<file path="src/hdl/wps_pkg.sv">
// ---------------------------------------------------------------------------
// Waypoint path simplifier package
// Shared constants and the cell kind type for the path simplifier chain.
// ---------------------------------------------------------------------------
`timescale 1ns / 1ps

package wps_pkg;

  // Default coordinate width of a path point.
  localparam int COORD_WIDTH_DEF = 12;

  // Number of cells in the chain.
  localparam int NUM_CELLS = 3;

  // Test applied by a cell to its pending point.
  typedef enum logic {
    KIND_COLLINEAR,
    KIND_NEIGHBOUR
  } cell_kind_t;

endpackage

</file>
<file path="src/hdl/wps_cell.sv">
// ---------------------------------------------------------------------------
// Path simplifier cell
// Holds an anchor and a pending point, decides whether the pending point is
// kept, and queues kept points in a three-entry output queue.
// ---------------------------------------------------------------------------
`timescale 1ns / 1ps

module wps_cell #(
  parameter int                  COORD_WIDTH = wps_pkg::COORD_WIDTH_DEF,
  parameter wps_pkg::cell_kind_t KIND        = wps_pkg::KIND_COLLINEAR
) (
  input  logic                   clk,
  input  logic                   rst,
  input  logic                   in_valid,
  output logic                   in_ready,
  input  logic [COORD_WIDTH-1:0] in_x,
  input  logic [COORD_WIDTH-1:0] in_y,
  input  logic                   in_last,
  output logic                   out_valid,
  input  logic                   out_ready,
  output logic [COORD_WIDTH-1:0] out_x,
  output logic [COORD_WIDTH-1:0] out_y,
  output logic                   out_last
);
  import wps_pkg::*;

  localparam int W     = COORD_WIDTH;
  localparam int EW    = 2 * W + 1;
  localparam int DEPTH = 3;

  localparam logic [1:0] HELD_NONE   = 2'd0;
  localparam logic [1:0] HELD_ANCHOR = 2'd1;
  localparam logic [1:0] HELD_BOTH   = 2'd2;

  logic [W-1:0]  anchor_x, anchor_y, pend_x, pend_y;
  logic [1:0]    held;
  logic [EW-1:0] queue [DEPTH];
  logic [EW-1:0] queue_next [DEPTH];
  logic [1:0]    count, count_next;

  logic               accept, pop, drop, keep_pend;
  logic               push0, push1;
  logic [EW-1:0]      e0, e1, q_ent;
  logic [1:0]         base;
  logic signed [W:0]  dx1, dx2, dy1, dy2;
  logic signed [2*W+1:0] prod_a, prod_b;
  logic               on_line, neighbour;

  assign in_ready  = (count <= 2'd1);
  assign accept    = in_valid && in_ready;
  assign out_valid = (count != 2'd0);
  assign pop       = out_valid && out_ready;
  assign {out_last, out_y, out_x} = queue[0];

  assign q_ent = {in_last, in_y, in_x};

  // Steps from anchor to pending and from pending to the new point.
  assign dx1 = $signed({1'b0, pend_x}) - $signed({1'b0, anchor_x});
  assign dy1 = $signed({1'b0, pend_y}) - $signed({1'b0, anchor_y});
  assign dx2 = $signed({1'b0, in_x}) - $signed({1'b0, pend_x});
  assign dy2 = $signed({1'b0, in_y}) - $signed({1'b0, pend_y});

  // Equal slopes checked by cross-multiplication, so no division is needed.
  assign prod_a = dy1 * dx2;
  assign prod_b = dy2 * dx1;

  assign on_line = ((dx1 == '0) && (dx2 == '0)) ||
                   ((dy1 == '0) && (dy2 == '0)) ||
                   ((dx1 != '0) && (dx2 != '0) && (prod_a == prod_b));

  assign neighbour = (dx1 >= -(W+1)'(1)) && (dx1 <= (W+1)'(1)) &&
                     (dy1 >= -(W+1)'(1)) && (dy1 <= (W+1)'(1)) &&
                     ((dx1 != '0) || (dy1 != '0));

  assign drop      = (KIND == KIND_NEIGHBOUR) ? neighbour : on_line;
  assign keep_pend = held[1] && !drop;

  always_comb begin
    push0 = 1'b0;
    push1 = 1'b0;
    e0    = q_ent;
    e1    = q_ent;
    if (accept) begin
      if (held == HELD_NONE) begin
        push0 = 1'b1;
      end else if (keep_pend) begin
        push0 = 1'b1;
        e0    = {1'b0, pend_y, pend_x};
        push1 = in_last;
      end else begin
        push0 = in_last;
      end
    end
  end

  // Shift queue: the head is always entry zero.
  always_comb begin
    base = count - {1'b0, pop};
    for (int i = 0; i < DEPTH; i++) begin
      if (pop && (i < DEPTH - 1)) begin
        queue_next[i] = queue[i+1];
      end else begin
        queue_next[i] = queue[i];
      end
      if (push0 && (2'(i) == base)) begin
        queue_next[i] = e0;
      end
      if (push1 && (2'(i) == base + 2'd1)) begin
        queue_next[i] = e1;
      end
    end
    count_next = base + {1'b0, push0} + {1'b0, push1};
  end

  always_ff @(posedge clk) begin
    for (int i = 0; i < DEPTH; i++) begin
      queue[i] <= queue_next[i];
    end
    if (rst) begin
      count <= 2'd0;
      held  <= HELD_NONE;
    end else begin
      count <= count_next;
      if (accept) begin
        if (held == HELD_NONE) begin
          if (!in_last) begin
            anchor_x <= in_x;
            anchor_y <= in_y;
            held     <= HELD_ANCHOR;
          end
        end else begin
          if (keep_pend) begin
            anchor_x <= pend_x;
            anchor_y <= pend_y;
          end
          pend_x <= in_x;
          pend_y <= in_y;
          held   <= in_last ? HELD_NONE : HELD_BOTH;
        end
      end
    end
  end

endmodule

</file>
<file path="src/hdl/waypoint_path_simplifier_core.sv">
// ---------------------------------------------------------------------------
// Waypoint path simplifier core
// Removes redundant points from a grid path streamed one point at a time.
// ---------------------------------------------------------------------------
// The input channel takes one path point per transfer (in_x, in_y, in_last),
// with in_last set on the final point of a path. The output channel gives the
// kept points in order, out_last marking the final kept point.
// Three cells form a chain: the first and third drop points that lie on a
// straight line between their neighbours, the second drops a point that is
// an 8-neighbour of the previous kept point. The first and last points of a
// path are always kept, and each cell starts a fresh path after a last point.
// A kept point passes through the three registered cell queues in turn.
// One point is taken every cycle while the first queue has room; a last
// point makes a cell emit two points, which can hold in_ready low in each
// cell the burst passes through. Each cell owns a three-entry output queue,
// so a stall at the output backs up through the queues and then holds
// in_ready low without losing points. Reset empties every cell and queue.
// ---------------------------------------------------------------------------
`timescale 1ns / 1ps

module waypoint_path_simplifier_core #(
  parameter int COORD_WIDTH = wps_pkg::COORD_WIDTH_DEF
) (
  input  logic                   clk,
  input  logic                   rst,
  input  logic                   in_valid,
  output logic                   in_ready,
  input  logic [COORD_WIDTH-1:0] in_x,
  input  logic [COORD_WIDTH-1:0] in_y,
  input  logic                   in_last,
  output logic                   out_valid,
  input  logic                   out_ready,
  output logic [COORD_WIDTH-1:0] out_x,
  output logic [COORD_WIDTH-1:0] out_y,
  output logic                   out_last
);
  import wps_pkg::*;

  logic                   lnk_valid [NUM_CELLS+1];
  logic                   lnk_ready [NUM_CELLS+1];
  logic [COORD_WIDTH-1:0] lnk_x     [NUM_CELLS+1];
  logic [COORD_WIDTH-1:0] lnk_y     [NUM_CELLS+1];
  logic                   lnk_last  [NUM_CELLS+1];

  assign lnk_valid[0] = in_valid;
  assign in_ready     = lnk_ready[0];
  assign lnk_x[0]     = in_x;
  assign lnk_y[0]     = in_y;
  assign lnk_last[0]  = in_last;

  assign out_valid            = lnk_valid[NUM_CELLS];
  assign lnk_ready[NUM_CELLS] = out_ready;
  assign out_x                = lnk_x[NUM_CELLS];
  assign out_y                = lnk_y[NUM_CELLS];
  assign out_last             = lnk_last[NUM_CELLS];

  for (genvar g = 0; g < NUM_CELLS; g++) begin : g_cell
    // The middle cell prunes neighbours, the outer cells prune straight runs.
    localparam cell_kind_t KIND_G = (g == 1) ? KIND_NEIGHBOUR : KIND_COLLINEAR;

    wps_cell #(
      .COORD_WIDTH (COORD_WIDTH),
      .KIND        (KIND_G)
    ) u_cell (
      .clk       (clk),
      .rst       (rst),
      .in_valid  (lnk_valid[g]),
      .in_ready  (lnk_ready[g]),
      .in_x      (lnk_x[g]),
      .in_y      (lnk_y[g]),
      .in_last   (lnk_last[g]),
      .out_valid (lnk_valid[g+1]),
      .out_ready (lnk_ready[g+1]),
      .out_x     (lnk_x[g+1]),
      .out_y     (lnk_y[g+1]),
      .out_last  (lnk_last[g+1])
    );
  end

endmodule
</file>
<file path="config.mk">
export PLATFORM = sky130hd
export DESIGN_NAME = waypoint_path_simplifier_core
export DESIGN_NICKNAME = d
export VERILOG_FILES = /design/src/hdl/wps_pkg.sv /design/src/hdl/wps_cell.sv /design/src/hdl/waypoint_path_simplifier_core.sv
export SDC_FILE = /design/constraint.sdc
export NUM_CORES = 2
export LEC_CHECK = 0
export BUFFER_PORTS_ARGS = -buffer_cell sky130_fd_sc_hd__clkbuf_2
export CAP_MARGIN = 5
export CORE_MARGIN = 1.5
export CORE_UTILIZATION = 57
export DETAILED_ROUTE_END_ITERATION = 7
export PLACE_DENSITY = 0.82
export SKIP_CTS_REPAIR_TIMING = 1
export SYNTH_ARGS = -nofsm -noshare
export SYNTH_HDL_FRONTEND = slang
export SYNTH_HIERARCHICAL = 1
export SYNTH_SLANG_ARGS = --single-unit
</file>
<file path="constraint.sdc">
create_clock -name clk -period 16.1 [get_ports clk]
set_input_delay 3.22 -clock clk [delete_from_list [all_inputs] [get_ports clk]]
set_output_delay 3.22 -clock clk [all_outputs]
set_load 0.05 [all_outputs]
</file>
==> impl_metrics.ini <==
[timing]
final_period_minus_worst_setup_slack_ns = 13.53
finalClockSkew_ns = 0.0114
final-max-slew-violation-count = 0
finalSetupTns_ns = 0
final_min_period_over_clock_period = 0.840
timing.slew.headroom = 0.126
fmax_mhz = 73.9
worst-slew-pin-transition_ns = 1.31
rsz_0062_raised_after_global_routing = false
final_setup_violation_count = 0
finalHoldViolCount = 0

[drt]
drc = 30
viasPerCell = 6.15
final_antenna_net_count = 0
firstDrtPassIters = 8
post_drt_wl_per_cell_um = 21.2
via_count = 37727
route.final.wire_length_um = 130000
drtIter0Drc = 4110

[die]
die_height_um = 298
coreArea_um2 = 85700
die_width_um = 298
core.rowCount = 107
start_util = 0.578
io_pins = 56
die-area_um2 = 88700

[cts]
cts_tree = built
clk_pin_slew_ns = 0.06
insertion_delay_ns = 0.54
htree_num_levels = 2
max-clock-path-buffers = 3
cts_sinks = 381
cts.root.buffer_cell = sky130_fd_sc_hd__clkbuf_16
cts_buffers = 36

[setup_path]
worstPathArrival_ns = 13.81
worst-path-max-fanout = 25
cpPeakStageDelay_ns = 0.83
worst_ep_required_time_ns = 16.38
critical_path.most_common_cell = sky130_fd_sc_hd__fa_1
critical_path.slowest_cell = sky130_fd_sc_hd__o41ai_2
cp_num_buf_inv = 7
worst-setup-path-type = in2reg
crit_path_max_delay_family = adder cells
worst_setup_path_start_kind = input port
cp-end-kind = register

[global_route]
grt_antenna_before_repair = 1
first_pass_grt_wire_length_um = 208000
grt_pass1_vias = 38334
grt_max_degree = 54
grt_usage = 0.294
global_route.overflow_total = 0

[logic_synthesis]
synth_warnings = 6
mapped_cells = 5009
post-synth-top-area-fraction = 0.267
synth-async-reset-ratio = 0
syn_nets = 6090
ys_seq_elements = 381
dominantRegCellSynth = sky130_fd_sc_hd__edfxtp_1
syn-mean-instance-area_um2 = 9.89
yosysSeqAreaShare = 0.229
synthesis.area_um2 = 49500
synth_area_leaders = sky130_fd_sc_hd__fa_1, sky130_fd_sc_hd__edfxtp_1, sky130_fd_sc_hd__ha_1, sky130_fd_sc_hd__inv_1, sky130_fd_sc_hd__nand2_1
post_synth_num_cell_types = 111
synth_top_cell_by_area = sky130_fd_sc_hd__fa_1
synth_enable_flop_cells = 369

[finish]
area.growth.synth_to_final_pct = 4.68
leading_cell_type_in_the_layout_fill_and_taps_excluded = sky130_fd_sc_hd__inv_1
fin_nets = 6040
layout_cells_sized_above_1 = 0.0626
layout_common_cells = sky130_fd_sc_hd__inv_1, sky130_fd_sc_hd__fa_1, sky130_fd_sc_hd__nand2_1, sky130_fd_sc_hd__ha_1, sky130_fd_sc_hd__edfxtp_1
fillerInstances = 6872

[placement]
globalplace.congestion = 0.980
dp_hpwl_um = 103000
numPortBuffers = 55

[outcome]
violated_checks = design-rule violations
status = finished with violations

[job]
maxCapViolations = 0

[hold_path]
worstHoldPathType = reg2reg
==> kinds of logic (layout without fill, tap and decap cells) <==
kind of cell	Yosys count	in the layout	share of synthesized area
AOI/OAI and AO/OA	810	810	0.121
buffers and inverters	1021	997	0.0856
muxes	84	84	0.0183
other	0	2	0
adders and majority gates	1052	1052	0.366
DFF	381	381	0.229
xor gates and xnor gates	274	274	0.0500
and+or+nand+nor	1387	1387	0.131
==> per-layer routing <==
metal,vias up,GRT usage,routed length (um)
met2,2090,0.491,62100
met3,420,0.0472,12200
met4,0,0.119,6250
met5,-,0,0
met1,18595,0.384,49600
li1,16622,-,-
==> through the flow <==
step | setup WS [ns] | std cells | hold slack, ns | cell area [um2] | utilization
3_3_place_gp | 2.48 | 6065 | 0.494 | 50600 | 0.591
3_5_place_dp | 2.15 | 6065 | 0.505 | 50600 | 0.591
5_1_grt | 1.95 | 6129 | 0.532 | 51800 | 0.605
2_1_floorplan | 3.15 | 5009 | 0.455 | 49500 | -
4_1_cts | 2.66 | 6129 | 0.522 | 51800 | 0.605
6_report | 2.57 | 6131 | 0.521 | 51800 | 0.605
==> final timing paths <==
check,from,endpoint,cells past startpoint,slack [ns]
setup / recovery,in_y[0],g_cell[0].u_cell/queue[0][38]$_DFFE_PP_,35,2.57
hold / removal,g_cell[2].u_cell/queue[0][64]$_DFFE_PP_,g_cell[2].u_cell/queue[0][39]$_DFFE_PP_,1,0.52
hold reg to reg,g_cell[2].u_cell/queue[0][64]$_DFFE_PP_,g_cell[2].u_cell/queue[0][39]$_DFFE_PP_,1,0.52
setup reg to reg,g_cell[1].u_cell/queue[0][12]$_DFFE_PP_,g_cell[2].u_cell/queue[0][20]$_DFFE_PP_,32,3.91
==> layout make-up <==
| cell class | instances | area [um2] | share of cell area |
|---|---|---|---|
| sequential | 381 | 11300 | 0.218 |
| clock buffer | 48 | 1010 | 0.0195 |
| inverter | 814 | 3060 | 0.0589 |
| timing repair buffer | 119 | 756 | 0.0146 |
| antenna | 2 | 5.00 | 0.0000965 |
| clock inverter | 16 | 176 | 0.00340 |
| multi-input combinational | 3607 | 34100 | 0.658 |
| tap | 1144 | 1430 | 0.0276 |
==> registers in the layout, summed over array words and instances (netlist names) <==
name and count:
g_cell.u_cell/anchor_x 36, g_cell.u_cell/anchor_y 36, g_cell.u_cell/count 6, g_cell.u_cell/held 6
g_cell.u_cell/pend_x 36, g_cell.u_cell/pend_y 36, g_cell.u_cell/queue 225
==> Yosys cell counts (all sizes together), types with 9 or more instances <==
master,count
clkbuf,93
nand2,542
and3,54
nand2b,74
a22o,27
o211ai,20
a221o,74
or2,18
buf,114
xor2,95
a21boi,13
inv,814
fa,661
nand3,36
dfxtp,12
mux2i,36
xnor2,175
nor2,350
or3,24
ha,391
or4,9
a22oi,11
a21o,85
edfxtp,369
o21ai,185
o31a,12
nand4,25
and2,43
nor2b,78
a21oi,124
a211oi,29
nor3b,29
o21a,37
nor4,22
mux2,48
a222oi,48
o21bai,15
o2111ai,13
a2111oi,12
a31oi,25
nor3,59
==> worst reg2reg max path: cells and delay by family (launching register included) <==
kind | cells | cell delay [ns]
AND/OR/NAND/NOR | 8 | 2.69
adder cells (fa/ha/maj) | 9 | 3.95
buffers and inverters | 2 | 0.19
flip-flops | 1 | 0.54
AO/OA/AOI/OAI | 13 | 4.30
Power is not shown: default switching activity piles up to over one toggle a cycle in this logic, so the estimate is an artifact.
